File: src/rtl/tdf_pkg.sv
package tdf_pkg;

  localparam int unsigned DataW  = 32;
  localparam int unsigned SqW    = 2 * DataW;
  localparam int unsigned PcW    = 4;

  typedef logic [PcW-1:0] pc_t;

  typedef enum logic [3:0] {
    OP_NOP,
    OP_LOAD,
    OP_EMIT_NEG,
    OP_EMIT_TWO,
    OP_INIT_D,
    OP_DIV_START,
    OP_EMIT_D,
    OP_ADV_D,
    OP_EMIT_REM,
    OP_EMIT_EMPTY
  } op_e;

  typedef enum logic [3:0] {
    C_NEVER,
    C_ALWAYS,
    C_NO_IN,
    C_REM_LE1,
    C_POS,
    C_REM_ODD,
    C_SQ_GT,
    C_DIV_BUSY,
    C_DIV_NZ
  } cond_e;

  typedef struct packed {
    op_e   op;
    cond_e cond;
    pc_t   target;
  } ucode_t;

  localparam pc_t S_IDLE      = pc_t'(0);
  localparam pc_t S_CHK_TRIV  = pc_t'(1);
  localparam pc_t S_CHK_NEG   = pc_t'(2);
  localparam pc_t S_EMIT_NEG  = pc_t'(3);
  localparam pc_t S_TWO       = pc_t'(4);
  localparam pc_t S_EMIT_TWO  = pc_t'(5);
  localparam pc_t S_ODD_INIT  = pc_t'(6);
  localparam pc_t S_LOOP      = pc_t'(7);
  localparam pc_t S_DIV_START = pc_t'(8);
  localparam pc_t S_DIV_RUN   = pc_t'(9);
  localparam pc_t S_DIV_CHK   = pc_t'(10);
  localparam pc_t S_EMIT_D    = pc_t'(11);
  localparam pc_t S_NEXT_D    = pc_t'(12);
  localparam pc_t S_TAIL      = pc_t'(13);
  localparam pc_t S_EMIT_REM  = pc_t'(14);
  localparam pc_t S_EMPTY     = pc_t'(15);

  function automatic ucode_t ucode_rom(input pc_t pc);
    ucode_t w;
    unique case (pc)
      S_IDLE:      w = '{op: OP_LOAD,       cond: C_NO_IN,    target: S_IDLE};
      S_CHK_TRIV:  w = '{op: OP_NOP,        cond: C_REM_LE1,  target: S_EMPTY};
      S_CHK_NEG:   w = '{op: OP_NOP,        cond: C_POS,      target: S_TWO};
      S_EMIT_NEG:  w = '{op: OP_EMIT_NEG,   cond: C_NEVER,    target: S_IDLE};
      S_TWO:       w = '{op: OP_NOP,        cond: C_REM_ODD,  target: S_ODD_INIT};
      S_EMIT_TWO:  w = '{op: OP_EMIT_TWO,   cond: C_ALWAYS,   target: S_TWO};
      S_ODD_INIT:  w = '{op: OP_INIT_D,     cond: C_NEVER,    target: S_IDLE};
      S_LOOP:      w = '{op: OP_NOP,        cond: C_SQ_GT,    target: S_TAIL};
      S_DIV_START: w = '{op: OP_DIV_START,  cond: C_NEVER,    target: S_IDLE};
      S_DIV_RUN:   w = '{op: OP_NOP,        cond: C_DIV_BUSY, target: S_DIV_RUN};
      S_DIV_CHK:   w = '{op: OP_NOP,        cond: C_DIV_NZ,   target: S_NEXT_D};
      S_EMIT_D:    w = '{op: OP_EMIT_D,     cond: C_ALWAYS,   target: S_DIV_START};
      S_NEXT_D:    w = '{op: OP_ADV_D,      cond: C_ALWAYS,   target: S_LOOP};
      S_TAIL:      w = '{op: OP_NOP,        cond: C_REM_LE1,  target: S_IDLE};
      S_EMIT_REM:  w = '{op: OP_EMIT_REM,   cond: C_ALWAYS,   target: S_IDLE};
      S_EMPTY:     w = '{op: OP_EMIT_EMPTY, cond: C_ALWAYS,   target: S_IDLE};
      default:     w = '{op: OP_NOP,        cond: C_ALWAYS,   target: S_IDLE};
    endcase
    return w;
  endfunction

endpackage

File: src/rtl/tdf_div.sv
module tdf_div (
  input  logic                           clk_i,
  input  logic                           rst_ni,
  input  logic                           start_i,
  output logic                           busy_o,
  input  logic [tdf_pkg::DataW-1:0]      dividend_i,
  input  logic [tdf_pkg::DataW-1:0]      divisor_i,
  output logic [tdf_pkg::DataW-1:0]      quot_o,
  output logic [tdf_pkg::DataW-1:0]      rem_o
);

  localparam int unsigned W    = tdf_pkg::DataW;
  localparam int unsigned CntW = $clog2(W + 1);

  logic [CntW-1:0] cnt_q, cnt_d;
  logic [W-1:0]    acc_q, acc_d;
  logic [W-1:0]    quo_q, quo_d;
  logic [W-1:0]    dvs_q, dvs_d;
  logic [W:0]      trial;
  logic [W:0]      diff;

  always_comb begin
    trial = {acc_q, quo_q[W-1]};
    diff  = trial - {1'b0, dvs_q};
    cnt_d = cnt_q;
    acc_d = acc_q;
    quo_d = quo_q;
    dvs_d = dvs_q;
    if (start_i) begin
      cnt_d = CntW'(W);
      acc_d = '0;
      quo_d = dividend_i;
      dvs_d = divisor_i;
    end else if (cnt_q != '0) begin
      cnt_d = cnt_q - CntW'(1);
      acc_d = diff[W] ? trial[W-1:0] : diff[W-1:0];
      quo_d = {quo_q[W-2:0], ~diff[W]};
    end
  end

  always_ff @(posedge clk_i or negedge rst_ni) begin
    if (!rst_ni) begin
      cnt_q <= '0;
    end else begin
      cnt_q <= cnt_d;
    end
  end

  always_ff @(posedge clk_i) begin
    acc_q <= acc_d;
    quo_q <= quo_d;
    dvs_q <= dvs_d;
  end

  assign busy_o = (cnt_q != '0);
  assign quot_o = quo_q;
  assign rem_o  = acc_q;

endmodule

File: src/rtl/trial_division_factorizer_core.sv
// Trial-division prime factorizer.
// Input channel (in_valid_i / in_ready_o, value_i): one signed 32-bit integer
// per beat. Output channel (out_valid_o / out_ready_i): one beat per prime
// factor in ascending order, repeats included; a negative input first yields
// factor -1. Inputs 0, 1 and -1 yield a single beat with empty_res_o set.
// last_o marks the final beat of each input.
// One input is worked at a time; in_ready_o is high only while idle.
// Control is a 16-step microcode program; each odd trial divisor that does not
// divide takes the loop check, the division start, a wait on the 32-step
// restoring division, the remainder check and the divisor advance, so the
// run time of an input grows with the number of odd divisors up to sqrt of the
// remainder; it is longest for a prime near 2^31, short for small or smooth inputs.
// Results sit in an output register; while the receiver stalls, the
// sequencer holds at its next emit step. Reset clears the sequencer to idle
// and empties the output register.
module trial_division_factorizer_core (
  input  logic        clk_i,
  input  logic        rst_ni,
  input  logic        in_valid_i,
  output logic        in_ready_o,
  input  logic [31:0] value_i,
  output logic        out_valid_o,
  input  logic        out_ready_i,
  output logic [31:0] factor_o,
  output logic        empty_res_o,
  output logic        last_o
);

  localparam int unsigned W  = tdf_pkg::DataW;
  localparam int unsigned SW = tdf_pkg::SqW;

  tdf_pkg::pc_t       pc_q, pc_d;
  tdf_pkg::ucode_t    uw;
  logic               div_start;
  logic               div_busy;

  logic [W-1:0]  rem_q, rem_d;
  logic [W-1:0]  d_q, d_d;
  logic [SW-1:0] sq_q, sq_d;
  logic          neg_q, neg_d;

  logic          out_valid_q, out_valid_d;
  logic [W-1:0]  factor_q, factor_d;
  logic          empty_q, empty_d;
  logic          last_q, last_d;

  logic [W-1:0]  div_quot;
  logic [W-1:0]  div_rem;
  logic [W-1:0]  mag;
  logic          is_emit;
  logic          stall;
  logic          cond_true;
  logic          in_acc;

  assign uw         = tdf_pkg::ucode_rom(pc_q);
  assign in_ready_o = (pc_q == tdf_pkg::S_IDLE);
  assign in_acc     = in_valid_i && in_ready_o;
  assign mag        = value_i[W-1] ? (W'(0) - value_i) : value_i;

  assign is_emit = (uw.op == tdf_pkg::OP_EMIT_NEG) || (uw.op == tdf_pkg::OP_EMIT_TWO) ||
                   (uw.op == tdf_pkg::OP_EMIT_D) || (uw.op == tdf_pkg::OP_EMIT_REM) ||
                   (uw.op == tdf_pkg::OP_EMIT_EMPTY);
  assign stall   = is_emit && out_valid_q && !out_ready_i;

  assign div_start = (uw.op == tdf_pkg::OP_DIV_START);

  tdf_div u_div (
    .clk_i      (clk_i),
    .rst_ni     (rst_ni),
    .start_i    (div_start),
    .busy_o     (div_busy),
    .dividend_i (rem_q),
    .divisor_i  (d_q),
    .quot_o     (div_quot),
    .rem_o      (div_rem)
  );

  always_comb begin
    unique case (uw.cond)
      tdf_pkg::C_NEVER:    cond_true = 1'b0;
      tdf_pkg::C_ALWAYS:   cond_true = 1'b1;
      tdf_pkg::C_NO_IN:    cond_true = !in_valid_i;
      tdf_pkg::C_REM_LE1:  cond_true = (rem_q <= W'(1));
      tdf_pkg::C_POS:      cond_true = !neg_q;
      tdf_pkg::C_REM_ODD:  cond_true = rem_q[0];
      tdf_pkg::C_SQ_GT:    cond_true = (sq_q > SW'(rem_q));
      tdf_pkg::C_DIV_BUSY: cond_true = div_busy;
      tdf_pkg::C_DIV_NZ:   cond_true = (div_rem != '0);
      default:             cond_true = 1'b0;
    endcase
  end

  always_comb begin
    pc_d        = pc_q;
    rem_d       = rem_q;
    d_d         = d_q;
    sq_d        = sq_q;
    neg_d       = neg_q;
    out_valid_d = out_valid_q && !out_ready_i;
    factor_d    = factor_q;
    empty_d     = empty_q;
    last_d      = last_q;

    if (!stall) begin
      pc_d = cond_true ? uw.target : pc_q + tdf_pkg::pc_t'(1);
      if (is_emit) begin
        out_valid_d = 1'b1;
        empty_d     = 1'b0;
        last_d      = 1'b0;
      end
      unique case (uw.op)
        tdf_pkg::OP_LOAD: begin
          if (in_acc) begin
            rem_d = mag;
            neg_d = value_i[W-1];
          end
        end
        tdf_pkg::OP_EMIT_NEG: begin
          factor_d = '1;
        end
        tdf_pkg::OP_EMIT_TWO: begin
          factor_d = W'(2);
          rem_d    = rem_q >> 1;
          last_d   = ((rem_q >> 1) == W'(1));
        end
        tdf_pkg::OP_INIT_D: begin
          d_d  = W'(3);
          sq_d = SW'(9);
        end
        tdf_pkg::OP_EMIT_D: begin
          factor_d = d_q;
          rem_d    = div_quot;
          last_d   = (div_quot == W'(1));
        end
        tdf_pkg::OP_ADV_D: begin
          d_d  = d_q + W'(2);
          sq_d = sq_q + (SW'(d_q) << 2) + SW'(4);
        end
        tdf_pkg::OP_EMIT_REM: begin
          factor_d = rem_q;
          last_d   = 1'b1;
        end
        tdf_pkg::OP_EMIT_EMPTY: begin
          factor_d = '0;
          empty_d  = 1'b1;
          last_d   = 1'b1;
        end
        default: begin
        end
      endcase
    end
  end

  always_ff @(posedge clk_i or negedge rst_ni) begin
    if (!rst_ni) begin
      pc_q        <= tdf_pkg::S_IDLE;
      out_valid_q <= 1'b0;
      rem_q       <= '0;
      d_q         <= W'(3);
    end else begin
      pc_q        <= pc_d;
      out_valid_q <= out_valid_d;
      rem_q       <= rem_d;
      d_q         <= d_d;
    end
  end

  always_ff @(posedge clk_i) begin
    sq_q     <= sq_d;
    neg_q    <= neg_d;
    factor_q <= factor_d;
    empty_q  <= empty_d;
    last_q   <= last_d;
  end

  assign out_valid_o = out_valid_q;
  assign factor_o    = factor_q;
  assign empty_res_o = empty_q;
  assign last_o      = last_q;

  a_load_then_check: assert property (@(posedge clk_i) disable iff (!rst_ni)
    in_acc |=> (pc_q == tdf_pkg::S_CHK_TRIV))
    else $error("input beat not followed by trivial check");

  a_empty_is_last: assert property (@(posedge clk_i) disable iff (!rst_ni)
    (out_valid_o && empty_res_o) |-> last_o)
    else $error("empty result without last");

  a_loop_odd: assert property (@(posedge clk_i) disable iff (!rst_ni)
    (pc_q == tdf_pkg::S_LOOP) |-> (rem_q[0] && d_q[0] && (d_q >= W'(3))))
    else $error("remainder or divisor not odd in divisor loop");

  a_div_idle_on_start: assert property (@(posedge clk_i) disable iff (!rst_ni)
    (pc_q == tdf_pkg::S_DIV_START) |-> !div_busy)
    else $error("division started while busy");

  a_div_done_at_check: assert property (@(posedge clk_i) disable iff (!rst_ni)
    (pc_q == tdf_pkg::S_DIV_CHK) |-> (!div_busy && $past(pc_q) == tdf_pkg::S_DIV_RUN))
    else $error("division result checked before completion");

endmodule
File: config.mk
export PLATFORM = sky130hd
export DESIGN_NAME = trial_division_factorizer_core
export DESIGN_NICKNAME = d
export VERILOG_FILES = /design/src/rtl/tdf_pkg.sv /design/src/rtl/tdf_div.sv /design/src/rtl/trial_division_factorizer_core.sv
export SDC_FILE = /design/constraint.sdc
export NUM_CORES = 1
export LEC_CHECK = 0
export CAP_MARGIN = 20
export CORE_MARGIN = 3
export CORE_UTILIZATION = 50
export DETAILED_ROUTE_END_ITERATION = 8
export DONT_BUFFER_PORTS = 1
export GPL_TIMING_DRIVEN = 0
export PLACE_DENSITY = 0.74
export RECOVER_POWER = 25
export REMOVE_ABC_BUFFERS = 1
export SLEW_MARGIN = 40
export SYNTH_ARGS = -nofsm -noshare
export SYNTH_HDL_FRONTEND = slang
export SYNTH_SLANG_ARGS = --single-unit
export TNS_END_PERCENT = 5
File: constraint.sdc
create_clock -name clk_i -period 7.4 [get_ports clk_i]
set_clock_uncertainty 0.15 [all_clocks]
set_input_delay 1.48 -clock clk_i [delete_from_list [all_inputs] [get_ports clk_i]]
set_output_delay 1.48 -clock clk_i [all_outputs]
set_load 0.01 [all_outputs]
Yosys cells after proc, flatten, opt, wreduce, memory -nomap -nowiden
Memory sizes are Yosys's and may differ from the RTL's.
Index checks and enable logic that the tools add are counted.
{ "word_totals": {"ff_bits": 270, "latch_bits": 0, "ramBits": 0, "romBits": 192, "input_bits": 36, "out_inout_bits": 36, "elab_cells": 89, "memories": 1} }
{ "memory_table": {"columns": ["memory", "depth", "word_bits", "read_ports", "rd_ports_with_merged_regs", "write_ports", "line", "text"], "rows": [
  ["(name not given)", 16, 12, 1, 0, 0, "tdf_pkg.sv:59", "unique case (pc)"]
]} }
{ "op_classes": {"n_addsub": 7, "n_mul": 0, "div": 0, "n_lt_le_gt_ge": 2, "n_eq_ne": 20, "shifts": 0, "mux": 17, "bitwise_logic": 2, "n_reduce_logical": 27} }
{ "ops": {"columns": ["cell", "count"], "rows": [
  ["2-to-1 mux 32 bit", 5],
  ["one-hot mux 32 bit (5 select lines)", 1],
  ["one-hot mux 64 bit (2 select lines)", 1],
  ["one-hot mux 32 bit (3 select lines)", 1],
  ["adder 64 x 3 -> 64 bit, second input constant", 1],
  ["adder 64 x 34 -> 64 bit", 1],
  ["greater-than comparator 64 x 32 -> 1 bit", 1],
  ["one-hot mux 32 bit (2 select lines)", 1],
  ["subtractor 33 x 32 -> 33 bit", 1],
  ["adder 32 x 2 -> 32 bit, second input constant", 1],
  ["== test 32 x 1 -> 1 bit, second input constant", 1],
  ["== test 4 x 3 -> 1 bit, second input constant", 8],
  ["<= comparator 32 x 1 -> 1 bit, second input constant", 1],
  ["nonzero test 32 bit", 1],
  ["subtractor 1 x 32 -> 32 bit, first input constant", 1],
  ["== test 31 x 1 -> 1 bit, second input constant", 1],
  ["== test 4 x 2 -> 1 bit, second input constant", 4],
  ["== test 4 bit, second input constant", 3],
  ["2-to-1 mux 6 bit", 2],
  ["== test 4 x 1 -> 1 bit, second input constant", 2],
  ["one-hot mux 1 bit (8 select lines)", 1],
  ["AND reduction 2 bit", 4],
  ["AND reduction 3 bit", 2],
  ["nonzero test 2 bit", 3],
  ["other kinds (16)", 27]
]} }

Depth between registers and ports, before layout
Gate-level depths: netlist of the first run.
An unclocked memory read counts as a cell.
{ "logic_depth": {"depth_word": 10, "ltp_mapped": 16, "depth_no_buf": 14} }

By module
From an unflattened synthesis of the first run, not the netlist that was laid out.
{ "hier_totals": {"hier_cells": 1931, "area_unflattened_um2": 18163.7} }
{ "modules_own_cells": {"columns": ["mod", "n_inst", "cells_per_inst", "area_each_um2", "seq_area_each_um2"], "rows": [
  ["trial_division_factorizer_core", 1, 1333, 12174.2, 4642.0],
  ["tdf_div", 1, 598, 5989.5, 2712.6]
]} }

Worst setup path before layout of the first run
Ideal clock, no wire load.
{ "synth_path": {"path_type": "input to register", "startpoint": "in value_i[0]", "endpoint": "reg rem_q[30]", "setup_time_ns": 0.137, "arrival_ns": 3.948, "required_ns": 7.113, "path_slack_ns": 3.165, "cell_stages": 11, "n_path_buf": 0, "cell_sequence": "inv_1 -> ha_1 -> or4b_1 -> or4_4 -> or2_4 -> or3b_4 -> o41ai_4 -> xor2_1 -> nor2_1 -> a221oi_2 -> a21oi_1"} }
{ "synth_via": {"elab_chain_len": 4} }
{ "synth_rtl": {"columns": ["element", "line", "text"], "rows": [
  ["start: declaration", "trial_division_factorizer_core.sv:21", "input logic [31:0] value_i,"],
  ["subtractor 1 x 32 -> 32 bit", "trial_division_factorizer_core.sv:58", "assign mag = value_i[W-1] ? (W'(0) - value_i) : value_i;"],
  ["2-to-1 mux 32 bit", "trial_division_factorizer_core.sv:58", null],
  ["2-to-1 mux 32 bit", "trial_division_factorizer_core.sv:113", "if (in_acc) begin"],
  ["one-hot mux 32 bit (3 select lines)", "trial_division_factorizer_core.sv:111", "unique case (uw.op)"],
  ["end signal: assignment", "trial_division_factorizer_core.sv:163", "rem_q <= rem_d;"],
  ["end: declaration", "trial_division_factorizer_core.sv:37", "logic [W-1:0] rem_q, rem_d;"]
]} }
No other way between the ends. The select of a mux whose other input is x is not followed.
A chain may end at the register's enable or synchronous reset.

Final worst setup path of the first run
{ "layout_path": {"startpoint": "reg d_q[1]", "endpoint": "reg sq_q[43], data pin"} }
{ "layout_via": {"elab_chain_len": 3} }
{ "layout_rtl": {"columns": ["element", "line", "text"], "rows": [
  ["start: declaration", "trial_division_factorizer_core.sv:38", "logic [W-1:0] d_q, d_d;"],
  ["start signal: assignment", "trial_division_factorizer_core.sv:159", "d_q <= W'(3);"],
  ["start signal: assignment", "trial_division_factorizer_core.sv:164", "d_q <= d_d;"],
  ["adder 64 x 34 -> 64 bit", "trial_division_factorizer_core.sv:137", "sq_d = sq_q + (SW'(d_q) << 2) + SW'(4);"],
  ["adder 64 x 3 -> 64 bit", "trial_division_factorizer_core.sv:137", null],
  ["one-hot mux 64 bit (2 select lines)", "trial_division_factorizer_core.sv:111", null],
  ["end signal: assignment", "trial_division_factorizer_core.sv:169", "sq_q <= sq_d;"],
  ["end: declaration", "trial_division_factorizer_core.sv:39", "logic [SW-1:0] sq_q, sq_d;"]
]} }
No other way between the ends.

==> metrics.cfg, run 1 <==
[synthesis]
syn-instance-count = 1853
synth_top_area_share_pct = 27.8
yosys_most_used_dff = edfxtp_1
synth_warnings = 0
netlist_area_mm2 = 0.0174
synth_most_common_cell = nor2_1
post_synth_num_cell_types = 75
syn_avg_cell_area_um2 = 9.38
synth_edf_count = 161
yosysTopAreaCell = edfxtp_1
ys_seq_elements = 268
async_flop_share_pct = 28.0
yosysSeqAreaShare_pct = 42.3
ys_top_cells_by_count = 207 x nor2_1, 161 x edfxtp_1, 149 x a21oi_1
netlist_top_cells_area = edfxtp_1 28%, dfrtp_1 11%, ha_1 9.7%

[layout]
finalNetCount = 2008
area_growth_pct = 9.69
antenna_cells = 0
drive_gt1_share_pct = 6.19
stdcell_count = 2307

[placement]
dp_cells = 2249
post-place-ws_ns = 2.28
numPortBuffers = 0
gp_congestion = 0.915
dp_hpwl_um = 33400

[floorplan]
ioPinCount = 72
die_h_um = 192
die_area_mm2 = 0.0370
die_w_um = 192
start_util_pct = 51.3
rows = 67
core_mm2 = 0.0339

[worst_setup_path]
worstSetupPathType = flop to flop
worstSetupEndpointType = flop
critical_path_required_ns = 7.55
cp.arrival_ns = 5.50
cp-start-kind = flop
cp_max_fo = 9

[drt]
antenna_left = 0
viasPerCell = 6.25
drc_errors = 0
wl_per_cell_um = 19.9
drt_wl_total_um = 46000
dr.first_iter.drc_count = 1441
via_count = 14428
first_pass_iters = 6

[pwr]
p_sw_share_pct = 43.1
switchingPower_mw = 3.81
powerDensity_mw_per_mm2 = 463
p_comb_share_pct = 47.7
internal-power_mw = 5.02
leakage_nw = 7.94
clkPwrFrac_pct = 17.4
seq_power_share_pct = 34.9
fin_total_pwr_mw = 8.83
vdd_drop_max_v = 0.000233

[sta]
worst_slew_pin_slew_ns = 1.04
clock.fmax_ghz = 0.187
fin_ws_ns = 2.05
rsz0062_at_grt = no
relSlewSlack_pct = 30.5
period_share_pct = 72.3
finalCriticalPeriod_ns = 5.35
drv_slew = 0
hold_viol_final = 0
hold_slack_ns = 0.344
setup_viol = 0

[cts]
cts_hold_buf = 0
cts_tree = done
cts.path.max_buffers = 3
cts_buffers = 31
clk_pin_slew_ns = 0.06
root_buffer = clkbuf_16
postCtsSetupBuffers = 0
h-tree-depth = 1
clock_sinks = 268
clk_latency_ns = 0.57
cts_resized = 0

[worst_hold_path]
hp-class = flop to flop

[global_route]
grt_pass1_vias = 13814
grt_usage_pct = 24.7
grt_max_degree = 84
grt_pass1_wl_um = 73500
antenna_found_initial = 0
grt_overflow = 0

[outcome]
status = complete, no violations

[job]
cap_violations = 0

[cells in the final DEF, fill, tap and decap left out, drive strengths merged, types with 26 or more instances in the layout]
cell      n
a211oi   27
a21o     35
a21oi   149
a221o    34
a221oi   28
buf      32
clkbuf   44
dfrtp    73
dfxtp    32
edfxtp  161
ha      135
inv     102
mux2i    34
nand2   135
nand3    37
nand4    32
nor2    208
nor3     26
nor4     42
o21ai   131
or3      29
xnor2    44
xor2     73
[final cells by class]
cell class,count,area [µm²]
inverters,102,385
flip-flops and latches,268,7350
fillers,2941,14800
multi-input cells,1400,9400
clock inverters,13,121
repair buffers,32,349
well taps,448,561
clock buffers,44,906
[sequential cells by signal, summed over array words and instances (netlist names)]
| register | count |
|---|---|
| u_div.cnt_q | 6 |
| rem_q | 32 |
| neg_q | 1 |
| empty_res_o | 1 |
| u_div.rem_o | 32 |
| d_q | 32 |
| factor_o | 32 |
| sq_q | 62 |
| u_div.quot_o | 32 |
| out_valid_o | 1 |
| u_div.dvs_q | 32 |
| pc_q | 4 |
| last_o | 1 |
[metrics by stage]
stage | util [%] | cell area, µm² | setup TNS (ns)
finish | 56.3 | 19100 | 0
global route | 56.3 | 19100 | 0
CTS | 56.3 | 19100 | 0
detailed placement | 53.2 | 18000 | 0
global placement | 52.0 | 17600 | -258.65
floorplan | - | 17100 | 0
[power groups by stage]
stage	Clock [mW]	Sequential, mW	Combinational [mW]
2_1_floorplan	0	2.87	3.01
3_3_place_gp	0	3.11	3.77
3_5_place_dp	0	3.09	4.13
4_1_cts	1.55	3.07	4.17
5_1_grt	1.62	3.15	4.70
6_report	1.54	3.08	4.22
[worst max-delay path, cell delays in order (launching register included)]
cell and delay, ns:
dfstp_1 0.67, ha_1 0.29, ha_1 0.25, fa_1 0.43, a211oi_1 0.26, o21ai_1 0.19
a31oi_1 0.47, a31oi_1 0.32, a311oi_1 0.49, o21ai_1 0.39, o211ai_1 0.51, buf_2 0.28
buf_2 0.20, xor2_1 0.15, nor2_1 0.05
[path summary, 6_finish.rpt]
path | startpoint | to | slack, ns | cells past startpoint
worst min register to register | u_div.rem_o[17] | u_div.rem_o[17] | 0.34 | 2
worst max register to register | d_q[1] | sq_q[43] | 2.05 | 14
min in group asynchronous | rst_ni | rem_q[14] | 0.45 | 0
max in group asynchronous | rst_ni | d_q[0] | 6.43 | 0
worst min-delay path | u_div.rem_o[17] | u_div.rem_o[17] | 0.34 | 2
worst max-delay path | d_q[1] | sq_q[43] | 2.05 | 14
[cell families after synthesis]
group           count (synthesis)  share of synthesized area, %
compound gates                516                          19.3
fa+ha+maj                     137                          9.95
simple gates                  595                          16.5
mux                            35                          2.02
xor+xnor                      117                          5.89
flops                         268                          42.3
buf+inv                       185                          4.09
[per-layer routing]
metal / part of all wire [%] / GRT usage [%] / vias to the layer above / wire [µm]
li1: - / - / 6839 / -
met1: 43 / 33.7 / 6889 / 19800
met2: 46 / 39.9 / 601 / 21200
met3: 7.7 / 4.29 / 99 / 3550
met4: 3.2 / 7.99 / 0 / 1480
met5: 0 / 0 / - / 0
(Power assumes the default switching activity.)
==> run 2: changes to the inputs <==
--- a/config.mk
+++ b/config.mk
@@ -5,13 +5,14 @@
 export SDC_FILE = /design/constraint.sdc
 export NUM_CORES = 1
 export LEC_CHECK = 0
+export ABC_AREA = 1
 export CAP_MARGIN = 20
 export CORE_MARGIN = 3
 export CORE_UTILIZATION = 50
 export DETAILED_ROUTE_END_ITERATION = 8
 export DONT_BUFFER_PORTS = 1
 export GPL_TIMING_DRIVEN = 0
-export PLACE_DENSITY = 0.74
+export PLACE_DENSITY = 0.77
 export RECOVER_POWER = 25
 export REMOVE_ABC_BUFFERS = 1
 export SLEW_MARGIN = 40
==> constraint.sdc (replaced) <==
create_clock -name clk_i -period 4.71 [get_ports clk_i]
set_clock_uncertainty 0.15 [all_clocks]
set_input_delay 0.942 -clock clk_i [delete_from_list [all_inputs] [get_ports clk_i]]
set_output_delay 0.942 -clock clk_i [all_outputs]
set_load 0.01 [all_outputs]
==> metrics.cfg, run 2 <==
[global_route]
antenna_found_initial = 1
grt_usage_pct = 29.4
grt_pass1_vias = 17602
grt_pass1_wl_um = 97100
grt_max_degree = 74
grt_overflow = 0

[worst_setup_path]
cp-start-kind = flop
worstSetupEndpointType = flop
worstRegToRegCells = 14
worstSetupPathType = flop to flop
regToRegSetupSlack_ns = 0.18
cp.arrival_ns = 4.65
cp_max_fo = 32
reg2reg_from = pc_q[0]
r2r-end = factor_o[25]
critical_path_required_ns = 4.82

[synthesis]
synth_warnings = 0
ys_top_cells_by_count = 633 x nand2_1, 359 x nor2_1, 344 x inv_1
synth_top_family_by_area = simple AND/OR/NAND/NOR gates
async_flop_share_pct = 28.0
post_synth_num_cell_types = 54
synth_top_area_share_pct = 24.7
synth_edf_count = 161
yosysTopAreaCell = edfxtp_1
ys_seq_elements = 268
synthMuxAreaShare_pct = 0
netlist_top_cells_area = edfxtp_1 25%, nand2_1 12%, dfrtp_1 9.3%
netlist_area_mm2 = 0.0196
synth_compound_area_share_pct = 14.5
yosysSeqAreaShare_pct = 37.5
synthSimpleGateAreaFrac_pct = 28.1
synthAdderAreaFrac_pct = 8.83
syn_avg_cell_area_um2 = 7.24
syn-instance-count = 2705
synth-xor-area-share_pct = 2.50
yosys_most_used_dff = edfxtp_1
synth_most_common_cell = nand2_1

[floorplan]
ioPinCount = 72
die_w_um = 204
start_util_pct = 51.4
rows = 71
die_h_um = 204
die_area_mm2 = 0.0416
core_mm2 = 0.0381

[sta]
period_share_pct = 96.2
drv_slew = 74
hold_viol_final = 0
fin_ws_ns = 0.177
setup_viol = 0
rsz0062_at_grt = no
finalCriticalPeriod_ns = 4.53
clock.fmax_ghz = 0.221
worst_slew_pin_slew_ns = 3.68
relSlewSlack_pct = -146

[drt]
first_pass_iters = 6
dr.first_iter.drc_count = 2056
via_count = 18813
wl_per_cell_um = 19.3
antenna_left = 0
drc_errors = 0
drt_wl_total_um = 62200
viasPerCell = 5.84

[layout]
final_cell_mix = 629 x nand2_1, 357 x nor2_1, 340 x inv_1
drive_gt1_share_pct = 4.10
final_common_cell = nand2_1
area_growth_pct = 9.26
finalNetCount = 2857
largest_reg_flops = 62
fin_area_mm2 = 0.0214
regMostFlops = sq_q
antenna_cells = 0

[outcome]
status = finished with violations
violations = capacitance limit, slew limit

[cts]
cts.path.max_buffers = 3
root_buffer = clkbuf_16
postCtsSetupBuffers = 0
h-tree-depth = 1
cts_buffers = 31
clk_pin_slew_ns = 0.07
clk_latency_ns = 0.60
cts_tree = done
clock_sinks = 268

[pwr]
powerDensity_mw_per_mm2 = 634
vdd_drop_max_v = 0.000459
fin_total_pwr_mw = 13.6
leakage_nw = 9.48

[worst_hold_path]
hp-class = input pin to async pin

[placement]
post-place-ws_ns = -0.123
placed_area_mm2 = 0.0202
gp_congestion = 0.994
dp_hpwl_um = 48100
numPortBuffers = 0

[job]
cap_violations = 1

## run 2: worst max-delay path, stage by stage, from the launching register on
cell      delay, ns
dfrtp_1        0.47
inv_1          0.17
ha_1           0.34
inv_1          0.09
nand2_1        0.09
nor2_2         0.16
nor2_4         0.08
inv_2          0.10
nand2_1        0.13
nor2_2         0.45
inv_2          0.40
nand2_4        0.35
inv_1          0.41
nand2_4        0.47
o221ai_1       0.32
## run 2: kinds of logic (layout without fill, tap and decap cells)
group / Yosys count / in the layout
DFF: 268 / 268
and+or+nand+nor: 1316 / 1316
AOI/OAI and AO/OA: 508 / 508
buffers and inverters: 420 / 424
xor gates and xnor gates: 56 / 56
adders and majority gates: 137 / 137
## run 2: how the worst max path moves through the flow
stage,from,to,slack [ns],depth (start not counted)
finish,pc_q[0],factor_o[25],0.18,14
global route,pc_q[0],factor_o[20],0.004,14
CTS,pc_q[0],factor_o[21],0.15,14
detailed placement,pc_q[0],factor_o[21],-0.12,14
global placement,pc_q[0],d_q[22],-2.95,15
floorplan,pc_q[1],d_q[22],-0.36,14
## run 2: final cells by class
class                   count  area [µm²]
fillers                  3593       16700
flip-flops and latches    268        7350
multi-input cells        2017       10700
inverters                 354        1330
clock inverters            24         359
repair buffers             12         230
clock buffers              34         840
well taps                 511         639
## run 2: per-layer routing
| layer | global-route usage, % | up-vias | wire length (µm) |
|---|---|---|---|
| li1 | - | 9051 | - |
| met1 | 40.5 | 8750 | 26600 |
| met2 | 47.1 | 871 | 27700 |
| met3 | 4.71 | 141 | 5390 |
| met4 | 10.8 | 0 | 2540 |
| met5 | 0 | - | 0 |
## run 2: where the power goes
group	internal (mW)	total [mW]	switching, mW	leakage [nW]
clock	1.74	2.81	1.07	0.577
sequential	3.70	4.53	0.828	2.69
combinational	1.97	6.23	4.26	6.21
## run 2: repair_timing
item / in CTS / in global routing
cloned: 0 / 0
gates resized for setup: 1 / 1
hold buffers: 1 / 0
endpoints found under the setup margin: 22 / 32
endpoints found under the hold margin: 73 / 0
## run 2: per-stage QoR
step                      hold slack, ns  util (%)  TNS, ns  std cells
after global placement             0.316      52.2  -355.66       3150
after CTS                         0.0192      56.2        0       3220
after floorplan                    0.303         -    -1.90       2639
after global routing              0.0260      56.2        0       3220
final                             0.0342      56.2        0       3220
after detailed placement           0.323      53.0    -1.08       3161
